==> src/sv/png_unf_pkg.sv <==
// Shared types and constants of the PNG scanline unfilter.
// Used by the channel interfaces' users, the config block, the predictor and the top level.
`default_nettype none

package png_unf_pkg;

  localparam int MAX_LINE_BYTES  = 8192;
  localparam int MAX_PIXEL_BYTES = 8;

  localparam int POS_W  = $clog2(MAX_LINE_BYTES);   // line store address
  localparam int LEN_W  = 14;                       // line_bytes register
  localparam int BPP_W  = 4;                        // bytes_per_pixel register
  localparam int HIST_W = $clog2(MAX_PIXEL_BYTES);  // left history index

  localparam int PADDR_W = 3;
  localparam int PDATA_W = 32;

  // register indexes (byte address / 4)
  localparam logic REG_LINE_BYTES = 1'b0;
  localparam logic REG_BPP        = 1'b1;

  localparam logic [7:0] FILTER_MAX = 8'd4;

  typedef enum logic [2:0] {
    FILT_NONE  = 3'd0,
    FILT_SUB   = 3'd1,
    FILT_UP    = 3'd2,
    FILT_AVG   = 3'd3,
    FILT_PAETH = 3'd4
  } filter_t;

  // clamped register values as the datapath sees them
  typedef struct packed {
    logic [LEN_W-1:0] line_len;   // 1 .. MAX_LINE_BYTES
    logic [BPP_W-1:0] bpp;        // 1 .. MAX_PIXEL_BYTES
  } cfg_t;

endpackage

`default_nettype wire

==> src/sv/png_unf_cfg.sv <==
// APB register block of the PNG scanline unfilter: line_bytes and bytes_per_pixel.
// Depends on png_unf_pkg; hands clamped values to the datapath as cfg_t.
`default_nettype none

module png_unf_cfg (
  input  logic                          clk,
  input  logic                          rst,
  input  logic                          psel,
  input  logic                          penable,
  input  logic                          pwrite,
  input  logic [png_unf_pkg::PADDR_W-1:0] paddr,
  input  logic [png_unf_pkg::PDATA_W-1:0] pwdata,
  output logic [png_unf_pkg::PDATA_W-1:0] prdata,
  output logic                          pready,
  output png_unf_pkg::cfg_t             cfg
);
  import png_unf_pkg::*;

  logic [LEN_W-1:0] line_bytes;
  logic [BPP_W-1:0] bytes_per_pixel;
  logic             wr_en;
  logic             reg_idx;

  assign pready  = 1'b1;
  assign wr_en   = psel && penable && pwrite;
  assign reg_idx = paddr[2];

  always_ff @(posedge clk) begin
    if (rst) begin
      line_bytes      <= LEN_W'(1);
      bytes_per_pixel <= BPP_W'(1);
    end else if (wr_en) begin
      unique case (reg_idx)
        REG_LINE_BYTES: line_bytes      <= pwdata[LEN_W-1:0];
        REG_BPP:        bytes_per_pixel <= pwdata[BPP_W-1:0];
        default: ;
      endcase
    end
  end

  always_comb begin
    unique case (reg_idx)
      REG_LINE_BYTES: prdata = PDATA_W'(line_bytes);
      REG_BPP:        prdata = PDATA_W'(bytes_per_pixel);
      default:        prdata = '0;
    endcase
  end

  // zero acts as one, oversize acts as the maximum
  always_comb begin
    if (line_bytes == '0)
      cfg.line_len = LEN_W'(1);
    else if (line_bytes > LEN_W'(MAX_LINE_BYTES))
      cfg.line_len = LEN_W'(MAX_LINE_BYTES);
    else
      cfg.line_len = line_bytes;

    if (bytes_per_pixel == '0)
      cfg.bpp = BPP_W'(1);
    else if (bytes_per_pixel > BPP_W'(MAX_PIXEL_BYTES))
      cfg.bpp = BPP_W'(MAX_PIXEL_BYTES);
    else
      cfg.bpp = bytes_per_pixel;
  end

endmodule

`default_nettype wire

==> config.mk <==
export PLATFORM = sky130hd
export DESIGN_NAME = png_unf_cfg
export DESIGN_NICKNAME = d
export VERILOG_FILES = /design/src/sv/png_unf_pkg.sv /design/src/sv/png_unf_cfg.sv
export SDC_FILE = /design/constraint.sdc
export NUM_CORES = 1
export LEC_CHECK = 0
export BUFFER_PORTS_ARGS = -buffer_cell sky130_fd_sc_hd__buf_2
export CAP_MARGIN = 20
export CORE_ASPECT_RATIO = 0.75
export CORE_MARGIN = 2
export CORE_UTILIZATION = 40
export CTS_CLUSTER_SIZE = 14
export DETAILED_ROUTE_END_ITERATION = 8
export MAX_ROUTING_LAYER = met4
export PLACE_DENSITY = 0.88
export SLEW_MARGIN = 10
export SYNTH_ARGS = -nofsm -noshare
export SYNTH_HDL_FRONTEND = slang
export SYNTH_SLANG_ARGS = --single-unit
==> constraint.sdc <==
create_clock -name clk -period 1.7 [get_ports clk]
set_clock_uncertainty 0.2 [all_clocks]
set_input_delay 0.255 -clock clk [delete_from_list [all_inputs] [get_ports clk]]
set_output_delay 0.255 -clock clk [all_outputs]
set_load 0.02 [all_outputs]
Word level (Yosys, flattened, before mapping)
Cells that the tools add are included.

cells by class
  magnitude comparators = 2
  muxes and demuxes = 5
  bitwise gates (word level) = 1
  reduce and logical (&&, ||, !) cells = 6

operators with widths
  operator                                     count
  32-bit one-hot mux with 2 select lines       1
  14-bit two-way mux                           2
  14-bit > comparator (second input constant)  1
  14-bit logical NOT                           1
  4-bit two-way mux                            2
  4-bit > comparator (second input constant)   1
  4-bit logical NOT                            1
  2-bit AND reduction                          2
  1-bit logical AND                            2
  1-bit inverter                               1

word-level totals
  flip-flop bits (word level) = 18
  word-level logic and storage cells = 16
  input port bits = 40

Logic depth before layout (Yosys ltp)
  depth in word-level cells = 3
  mapped depth = 4
  mapped depth without buffers = 2

Worst setup path before layout
OpenSTA, ideal clock, no wires.

  kind = reg-to-output
  start point = register line_bytes[1]
  end point = output port cfg[4] (netlist name)
  setup slack = -0.150 ns
  required time = 1.245 ns
  arrival time = 1.395 ns
  stages on the path, launching flop included = 3
  cell sequence = dfxtp_1 -> or4_4 -> o41ai_2

RTL lines
  element                   line               source
  start: declaration        png_unf_cfg.sv:19  logic [LEN_W-1:0] line_bytes;
  start signal: assignment  png_unf_cfg.sv:34  REG_LINE_BYTES: line_bytes <= pwdata[LEN_W-1:0];
  end: declaration          png_unf_cfg.sv:15  output png_unf_pkg::cfg_t cfg

==> impl_metrics.csv <==
group,metric,value,unit
cells_and_area,area_delta_synth_final,30.59,%
timing,layout_min_cycle_time,2075,ps
worst_setup_path,rr_worst_depth,3,
worst_setup_path,end_kind,"primary output",
status,failed_checks,"negative setup slack",
cts,htree_levels,1,
worst_setup_path,crit_slowest_cell,"or4_4",
cts,cts_tree,"built",
grt,antenna_found_initial,0,
synthesis,synth_ff_type,"dfxtp_1",
floorplanning,num_rows,17,
detailed_routing,drc_errors,0,
cells_and_area,nets,236,
cts,cts-root-buf,"clkbuf_8",
timing,timing.final.max_slew_violations,0,
worst_setup_path,cp_slowest_stage_delay,540,ps
power_and_ir_drop,irDropWorstVdd,0.4658,mV
detailed_routing,drtIter0Drc,16,
synthesis,ys_ff_latch,18,
cts,numCtsBuffers,3,
floorplanning,die_y,51.73,um
grt,globalRouteOverflowTotal,0,
power_and_ir_drop,p_per_area,572.0,nW/um2
worst_setup_path,r2r_start,"line_bytes[13]",
synthesis,synth_cells,137,
detailed_routing,routed_via_density,4.319,
worst_setup_path,path_delay_family,"simple AND/OR/NAND/NOR gates",
worst_setup_path,crit_chain,"or4_4, o41ai_4, buf_4",
synthesis,synth_largest_area_cell,"dfxtp_1",
cts,clkTransAtPathRegs,60,ps
synthesis,async_flop_share,0,%
synthesis,synth_most_common_cell,"nand2b_1",
worst_setup_path,path_buf_inv,1,
timing,hold_violations,0,
status,status,"finished with violations",
detailed_routing,totalWireLength,2.526,mm
cells_and_area,fin_util,54.44,%
worst_setup_path,critPathLaunchType,"flip-flop",
grt,grt_pass1_wl,4.008,mm
floorplanning,ios,91,
hold_path,whs_path_depth,3,
timing,hold-worst-slack,63.04,ps
synthesis,yosysWarnings,0,
grt,grt_pass1_vias,871,
timing,rsz0062_at_grt,"true",
floorplanning,dieArea,3499,um2
cts,ctsHoldBuffers,0,
timing,max_freq,482.0,MHz
grt,grt_usage,15.78,%
power_and_ir_drop,p_leak,0.0008205,uW
timing,period_share,122.0,%
worst_setup_path,criticalPathCategory,"reg -> out",
cts,clk_latency,240,ps
power_and_ir_drop,finalPower,907.5,uW
cells_and_area,drive_above_1_share,41.75,%
cts,clock-sinks,18,
worst_setup_path,worst-path-stages,3,
detailed_routing,wl_met2,1.173,mm
floorplanning,die_x,67.64,um
detailed_routing,met1_length,1.178,mm
detailed_routing,met3_length,169,um
detailed_routing,wl_per_cell,10.89,um
cts,clockBufferDepth,2,
synthesis,synthesis.area,1215,um2
synthesis,postSynthAreaPerCell,8.868,um2
worst_setup_path,path_max_fanout,2,
placed_design,hpwl,1.993,mm
synthesis,synth_edf_count,0,
detailed_routing,topRoutingLayerUsed,"met4",
hold_path,hold_path_class,"in -> reg",
detailed_routing,first_pass_iters,4,
placed_design,gp_congestion,0.7463,
synthesis,synthTopCellsByArea,"dfxtp_1, nand2b_1, mux2i_1, buf_4, nor2b_1",
placed_design,numPortBuffers,51,
floorplanning,start_util,41.69,%
floorplanning,core,2914,um2
synthesis,seq_area_frac_synth,29.66,%
synthesis,synth_common_cells,"nand2b_1, nor2b_1, buf_4",
timing,setup_violations,1,
worst_setup_path,crit_path_start,"line_bytes[8]",
detailed_routing,ant_nets,0,
cells_and_area,n_fill_cell,290,
synthesis,yosysTopAreaCellShare,29.66,%
synthesis,ys_types,19,
timing,setup_ws,-374.8,ps
worst_setup_path,cp_data_required_time,1240,ps
grt,grt_max_degree,33,
cells_and_area,diodes,0,
worst_setup_path,critical_path_arrival,1620,ps
hold_path,min_from,"pwdata[13]",
run,drv_cap,0,
detailed_routing,vias,1002,
cell type report:
class | instances | area (um2) | share of cell area [%]
clock buffers | 3 | 41.29 | 2.603
flip-flops and latches | 18 | 362.8 | 22.87
repair buffers | 66 | 382.9 | 24.13
well taps | 38 | 47.55 | 2.997
multi-input cells | 107 | 752.0 | 47.40
cells by family (layout without fill, tap and decap cells):
family | count (synthesis) | in the layout | share of synthesized area [%]
simple gates | 64 | 64 | 33.78
buf+inv | 29 | 69 | 15.24
mux | 22 | 22 | 18.54
flops | 18 | 18 | 29.66
other cells | 2 | 19 | 0.6182
compound gates | 2 | 2 | 2.163
stage by stage:
stage          instance area, um2  setup TNS, ps  std cells  setup slack [ps]
2_1_floorplan                1290         -58.10        154            -58.10
3_3_place_gp                 1533         -132.0        229            -132.0
3_5_place_dp                 1533         -145.6        229            -145.6
4_1_cts                      1585         -382.3        232            -382.3
5_1_grt                      1587         -439.0        232            -439.0
6_report                     1587         -374.8        232            -374.8
sequential cells by signal, indices dropped and copies added (netlist names):
signal	cells
bytes_per_pixel	4
line_bytes	14
worst min-delay path: stages:
cell      delay [ps]
buf_2            100
nand2b_1          50
mux2i_1           60
layout by cell type (no fill, tap or decap):
cell type and instances:
buf_2 50, nand2b_1 29, nor2b_1 23, conb_1 19, mux2i_1 18, dfxtp_1 16, buf_4 15, nor2_1 4
mux2_2 4, or4_4 3, clkbuf_8 3, dfxtp_2 2, nor2b_2 1, o41ai_4 1, o21ba_2 1, and4_1 1
and4b_1 1, nand4b_1 1, or2b_1 1, buf_12 1
repair_timing:
action,4_1_cts,5_1_grt
resized for setup,4,1
buffers inserted,0,0
pin swaps,1,0
endpoints found under the setup margin,8,1
routing by layer:
| metal | GRT usage [%] | up-vias |
|---|---|---|
| met5 | - | - |
| met4 | 2.041 | 0 |
| met3 | 5.844 | 2 |
| met2 | 24.67 | 32 |
| met1 | 20.03 | 453 |
| li1 | - | 515 |
final timing paths:
check,endpoint,slack (ps)
worst max-delay path,cfg[4],-370
worst min-delay path,line_bytes[13],60
worst max register to register,line_bytes[13],580
worst min register to register,bytes_per_pixel[2],320
where the power goes:
part / switching, uW / internal (uW) / leakage (uW)
Combinational: 110 / 76.9 / 0.000652
Sequential: 7.37 / 431 / 0.000147
Clock: 125 / 157 / 0.0000216
Total: 242 / 665 / 0.000820
(Power assumes the default switching activity.)
