<file path="src/sv/png_unf_pkg.sv">
// Shared types and constants of the PNG scanline unfilter.
// Used by the channel interfaces' users, the config block, the predictor and the top level.
`default_nettype none

package png_unf_pkg;

  localparam int MAX_LINE_BYTES  = 8192;
  localparam int MAX_PIXEL_BYTES = 8;

  localparam int POS_W  = $clog2(MAX_LINE_BYTES);   // line store address
  localparam int LEN_W  = 14;                       // line_bytes register
  localparam int BPP_W  = 4;                        // bytes_per_pixel register
  localparam int HIST_W = $clog2(MAX_PIXEL_BYTES);  // left history index

  localparam int PADDR_W = 3;
  localparam int PDATA_W = 32;

  // register indexes (byte address / 4)
  localparam logic REG_LINE_BYTES = 1'b0;
  localparam logic REG_BPP        = 1'b1;

  localparam logic [7:0] FILTER_MAX = 8'd4;

  typedef enum logic [2:0] {
    FILT_NONE  = 3'd0,
    FILT_SUB   = 3'd1,
    FILT_UP    = 3'd2,
    FILT_AVG   = 3'd3,
    FILT_PAETH = 3'd4
  } filter_t;

  // clamped register values as the datapath sees them
  typedef struct packed {
    logic [LEN_W-1:0] line_len;   // 1 .. MAX_LINE_BYTES
    logic [BPP_W-1:0] bpp;        // 1 .. MAX_PIXEL_BYTES
  } cfg_t;

endpackage

`default_nettype wire

</file>
<file path="src/sv/png_unf_recon.sv">
// Byte reconstruction of the PNG filters None, Sub, Up, Average and Paeth.
// Depends on png_unf_pkg for the filter codes; purely combinational.
`default_nettype none

module png_unf_recon (
  input  png_unf_pkg::filter_t filter,
  input  logic [7:0]           filt_byte,
  input  logic [7:0]           left,
  input  logic [7:0]           above,
  input  logic [7:0]           above_left,
  output logic [7:0]           recon_byte
);
  import png_unf_pkg::*;

  logic signed [9:0] d_ab, d_bc, d_abc;
  logic        [9:0] pa, pb, pc;
  logic        [8:0] avg_sum;
  logic        [7:0] paeth;
  logic        [7:0] pred;

  // p - a = b - c, p - b = a - c, p - c = a + b - 2c
  always_comb begin
    d_ab  = $signed({2'b00, above}) - $signed({2'b00, above_left});
    d_bc  = $signed({2'b00, left})  - $signed({2'b00, above_left});
    d_abc = d_ab + d_bc;
    pa    = d_ab[9]  ? 10'(-d_ab)  : 10'(d_ab);
    pb    = d_bc[9]  ? 10'(-d_bc)  : 10'(d_bc);
    pc    = d_abc[9] ? 10'(-d_abc) : 10'(d_abc);
    if (pa <= pb && pa <= pc)
      paeth = left;
    else if (pb <= pc)
      paeth = above;
    else
      paeth = above_left;
  end

  assign avg_sum = {1'b0, left} + {1'b0, above};

  always_comb begin
    case (filter)
      FILT_SUB:   pred = left;
      FILT_UP:    pred = above;
      FILT_AVG:   pred = avg_sum[8:1];
      FILT_PAETH: pred = paeth;
      default:    pred = 8'd0;
    endcase
  end

  assign recon_byte = filt_byte + pred;

endmodule

`default_nettype wire

</file>
<file path="config.mk">
export PLATFORM = sky130hd
export DESIGN_NAME = png_unf_recon
export DESIGN_NICKNAME = d
export VERILOG_FILES = /design/src/sv/png_unf_pkg.sv /design/src/sv/png_unf_recon.sv
export SDC_FILE = /design/constraint.sdc
export NUM_CORES = 1
export LEC_CHECK = 0
export ABC_AREA = 1
export BUFFER_PORTS_ARGS = -buffer_cell sky130_fd_sc_hd__buf_4
export CAP_MARGIN = 20
export CORE_ASPECT_RATIO = 1.5
export CORE_MARGIN = 8
export CORE_UTILIZATION = 55
export DETAILED_ROUTE_END_ITERATION = 16
export PLACE_DENSITY_LB_ADDON = 0.12
export SLEW_MARGIN = 20
export SYNTH_ARGS = -nofsm -noshare
export SYNTH_HDL_FRONTEND = slang
export SYNTH_SLANG_ARGS = --single-unit
</file>
<file path="constraint.sdc">
create_clock -name vclk -period 9.9
set_input_delay 1.98 -clock vclk [all_inputs]
set_output_delay 1.98 -clock vclk [all_outputs]
set_load 0.005 [all_outputs]
</file>
== After elaboration in Yosys (flattened, before gate mapping) ==
Index checks and enable logic that the tools add are counted.
Storage, ports and cells
  memory bits (writable): 0
  memories: 0
  memory bits (read-only): 0
  latch bits: 0
  flip-flop bits (word level): 0
  output and inout port bits: 8
  logic and storage cells: 22
  bits of input ports: 35
Cells by class
  reduce and logical (&&, ||, !) cells: 1
  shift operators: 0
  mux-type cells: 6
  multiply operators: 0
  bitwise logic cells: 0
  div/mod/pow operators: 0
  eq/ne operators: 4
  order comparisons: 3
  add/sub/neg operators: 8
Operator list (number)
  one-hot mux 8 bit (4 select lines): 1
  <= comparator 10 bit: 3
  2-to-1 mux 10 bit: 3
  negation 9 -> 10 bit: 2
  subtractor 8 x 8 -> 9 bit: 2
  2-to-1 mux 8 bit: 2
  adder 9 x 9 -> 10 bit: 1
  negation 10 bit: 1
  adder 8 x 8 -> 9 bit: 1
  adder 8 bit: 1
  == test 3 x 2 -> 1 bit, second input constant: 2
  == test 3 x 1 -> 1 bit, second input constant: 1
  == test 3 bit, second input constant: 1
  logical AND 1 bit: 1

== Longest topological paths before layout ==
  depth in word-level cells: 9
  depth in mapped cells: 45

== Worst setup path before layout ==
Ideal clock, no wire load.
  path kind: in2out
  from: in left[0]
  to: out recon_byte[6]
  buffers on the path: 1
  stages on the path: 34
  setup slack: 0.936 ns
  arrival: 6.984 ns
  required time: 7.920 ns
  path through: inv_1 -> ha_1 -> inv_1 -> fa_1 -> inv_1 -> fa_1 -> o21ai_0 -> nand3b_1 -> nand2_1 -> nor2_1 -> nand4_1 -> nand2_1 -> nand2_1 -> nand2_1 -> inv_1 -> ha_1 -> a21oi_1 -> nor2_1 -> a211oi_1 -> o211ai_1 -> nand2_1 -> clkbuf_1 -> nand2_1 -> nand3_1 -> o211ai_1 -> nand2_1 -> ha_1 -> inv_1 -> fa_1 -> o21ai_0 -> a21oi_1 -> nor2_1 -> nor2_1 -> xnor2_1
Between the ends
  cells in the longest elaborated chain, start to end: 9
  elaborated cells on any way between the ends: 15
  those cells by class: 6 x add/sub; 3 x order compare; 5 x mux; 1 x reduce/logical
RTL lines
  from (decl): RTL line png_unf_recon.sv:8  | input logic [7:0] left,
  subtractor 8 x 8 -> 9 bit: RTL line png_unf_recon.sv:24  | d_bc = $signed({2'b00, left}) - $signed({2'b00, above_left});
  adder 9 x 9 -> 10 bit: RTL line png_unf_recon.sv:25  | d_abc = d_ab + d_bc;
  negation 10 bit: RTL line png_unf_recon.sv:28  | pc = d_abc[9] ? 10'(-d_abc) : 10'(d_abc);
  2-to-1 mux 10 bit: RTL line png_unf_recon.sv:28
  <= comparator 10 bit, on equally long branches: RTL line png_unf_recon.sv:31, png_unf_recon.sv:29
  2-to-1 mux 8 bit or logical AND 1 bit (tied branches): RTL line png_unf_recon.sv:31, png_unf_recon.sv:29
  2-to-1 mux 8 bit: RTL line png_unf_recon.sv:29  | if (pa <= pb && pa <= pc)
  one-hot mux 8 bit (4 select lines) (*): RTL line png_unf_recon.sv:40  | case (filter)
  adder 8 bit (*): RTL line png_unf_recon.sv:49  | assign recon_byte = filt_byte + pred;
  to (decl): RTL line png_unf_recon.sv:11  | output logic [7:0] recon_byte
Mark *: on every way between the ends. The rest lies on a longest branch, timed or not.

== Worst setup path after layout ==
  from: in above[0]
  to: out recon_byte[7]
Between the ends
  cells in the longest elaborated chain, start to end: 9
  elaborated cells on any way between the ends: 15
  those cells by class: 6 x add/sub; 3 x order compare; 5 x mux; 1 x reduce/logical
RTL lines
  from (decl): RTL line png_unf_recon.sv:9  | input logic [7:0] above,
  subtractor 8 x 8 -> 9 bit: RTL line png_unf_recon.sv:23  | d_ab = $signed({2'b00, above}) - $signed({2'b00, above_left});
  adder 9 x 9 -> 10 bit: RTL line png_unf_recon.sv:25
  negation 10 bit: RTL line png_unf_recon.sv:28
  2-to-1 mux 10 bit: RTL line png_unf_recon.sv:28
  <= comparator 10 bit, on equally long branches: RTL line png_unf_recon.sv:31, png_unf_recon.sv:29
  2-to-1 mux 8 bit or logical AND 1 bit (tied branches): RTL line png_unf_recon.sv:31, png_unf_recon.sv:29
  2-to-1 mux 8 bit: RTL line png_unf_recon.sv:29
  one-hot mux 8 bit (4 select lines) (*): RTL line png_unf_recon.sv:40
  adder 8 bit (*): RTL line png_unf_recon.sv:49
Marks and branches as above.

==> qor.csv <==
metric;value;unit
drc_errors;0;
ant_nets;0;
place_area;3870;um2
p_leak;2.29;nW
hold_viol_final;0;
n_clock_buffer;0;
syn_to_final_growth;19.1;%
drtIter0Drc;174;
final_cell_area;4110;um2
criticalPathCategory;input port to primary output;
yosys.area.top_type;ha_1;
setup_ws;0.388;ns
powerDensity;151;nW/um2
synth_area_leaders;ha_1 24%, nand2_1 16%, inv_1 10%, nor2_1 6.4%, nand3_1 5.7%;
first_pass_iters;5;
cpMostUsedCell;nand2_1;
synth_top_area_frac;0.243;
tightest_slew;0.957;ns
syn_area_per_cell;5.84;um2
synth_cell_types;35;
synth_common_cells;149 x nand2_1, 95 x inv_1, 67 x ha_1;
crit_path_max_fanout;7;
fmax;105;MHz
syn_inst;591;
seq_area_frac_synth;0;
syn-cell-area;3450;um2
grt_pass1_wl;16.9;mm
hold_class;input port to primary output;
layout-drive-gt1-share;0.188;
drt_wl_total;10.6;mm
place_hpwl;9.03;mm
track_usage;0.225;
worstPathArrival;7.53;ns
fill_cells;608;
worst_hold_slack;4.25;ns
period_share;0.961;
globalRoute.totalOverflow;0;
nNetsFinal;749;
ioPinCount;43;
cp.required;7.92;ns
seq_cell_count;0;
synth_most_common_cell;nand2_1;
grt_max_degree;16;
dieArea;9120;um2
cpPeakStageDelay;0.39;ns
wire_per_inst;14.8;um
vdd_drop_max;0.0596;mV
start_util;0.563;
crit_path_end_kind;primary output;
grt_pass1_vias;3886;
port_buffers;43;
pre_cts_ws;0.0578;ns
hold_buffers;0;
drv_slew;0;
slew_headroom;0.357;
dr_total_vias;3971;
cp_slowest_cell;fa_2;
final.min_clock_period;9.51;ns
ys_warn_count;0;
die_height;113;um
start_kind;input port;
maxCapViolCount;0;
globalplace.congestion;0.936;
status;finished clean;
viasPerCell;5.56;
core_area;6130;um2
antenna_cells;0;
dieWidth;80.7;um
row_count;35;
antenna_found_initial;0;
postLayoutCoreUtil;0.671;
setup_viol;0;
seq_area;0;um2
[where the power goes]
| part | leakage [nW] | switching [mW] | internal [mW] | total (mW) |
|---|---|---|---|---|
| combinational | 2.29 | 0.381 | 0.242 | 0.623 |
| clock | 0 | 0 | 0 | 0 |
| sequential | 0 | 0 | 0 | 0 |
[per-stage QoR]
stage               std cells  power (mW)  setup TNS, ns
floorplan                 593       0.428              0
global placement          710       0.550              0
detailed placement        710       0.568              0
CTS                       710       0.571              0
global route              714       0.711         -0.136
finish                    714       0.623              0
[final cells by class]
| class | instances | area, um2 | area share |
|---|---|---|---|
| Multi-Input combinational cell | 493 | 3280 | 0.799 |
| Inverter | 99 | 375 | 0.0913 |
| Timing Repair Buffer | 48 | 360 | 0.0876 |
| Tap cell | 74 | 92.6 | 0.0225 |
[path summary, 6_finish.rpt]
kind                         start            end  slack, ns  cells past startpoint
worst min-delay path  filt_byte[0]  recon_byte[0]       4.25                      3
worst max-delay path      above[0]  recon_byte[7]       0.39                     42
[kinds of logic after synthesis]
group	share of synthesized area
adders and majority gates	0.272
xor gates and xnor gates	0.0685
other	0.00218
buffers and inverters	0.112
AOI/OAI and AO/OA	0.144
and+or+nand+nor	0.402
[worst max-delay path, delay by kind of cell]
| family | cells | cell delay [ns] |
|---|---|---|
| and+or+nand+nor | 24 | 2.53 |
| adders and majority gates | 5 | 1.54 |
| AOI/OAI and AO/OA | 4 | 0.56 |
| buffers and inverters | 7 | 0.52 |
| xor gates and xnor gates | 2 | 0.41 |
[metal layers]
metal  share of wire  up-vias  GRT usage
met4           0.070        0      0.132
met3           0.031       40     0.0103
met2            0.53      116      0.422
li1                -     2028          -
met5               0        -          0
met1            0.37     1787      0.233
[layout by cell type (no fill, tap or decap), types with 3 or more instances in the layout]
cell / n
nand2_1: 146
fa_2: 3
nand3_2: 5
nor2_2: 6
a22o_1: 5
a21oi_1: 31
inv_2: 5
a21oi_2: 3
o211ai_1: 4
nand2_4: 5
nor2_1: 55
nand3_1: 39
inv_1: 93
xor2_1: 18
conb_1: 4
xnor2_1: 4
ha_2: 5
o31ai_1: 3
nand3b_1: 8
o21ai_1: 3
nand4_1: 11
a21o_1: 3
o21ai_0: 22
xor2_2: 3
nand2_2: 17
ha_4: 6
ha_1: 56
buf_4: 48
nor3_1: 7
[repair_timing]
action	4_1_cts	5_1_grt
hold endpoints to repair	0	0
setup endpoints to repair	0	5
setup buffers	0	3
resized for setup	0	41
Power figures use the tool's default switching activity.
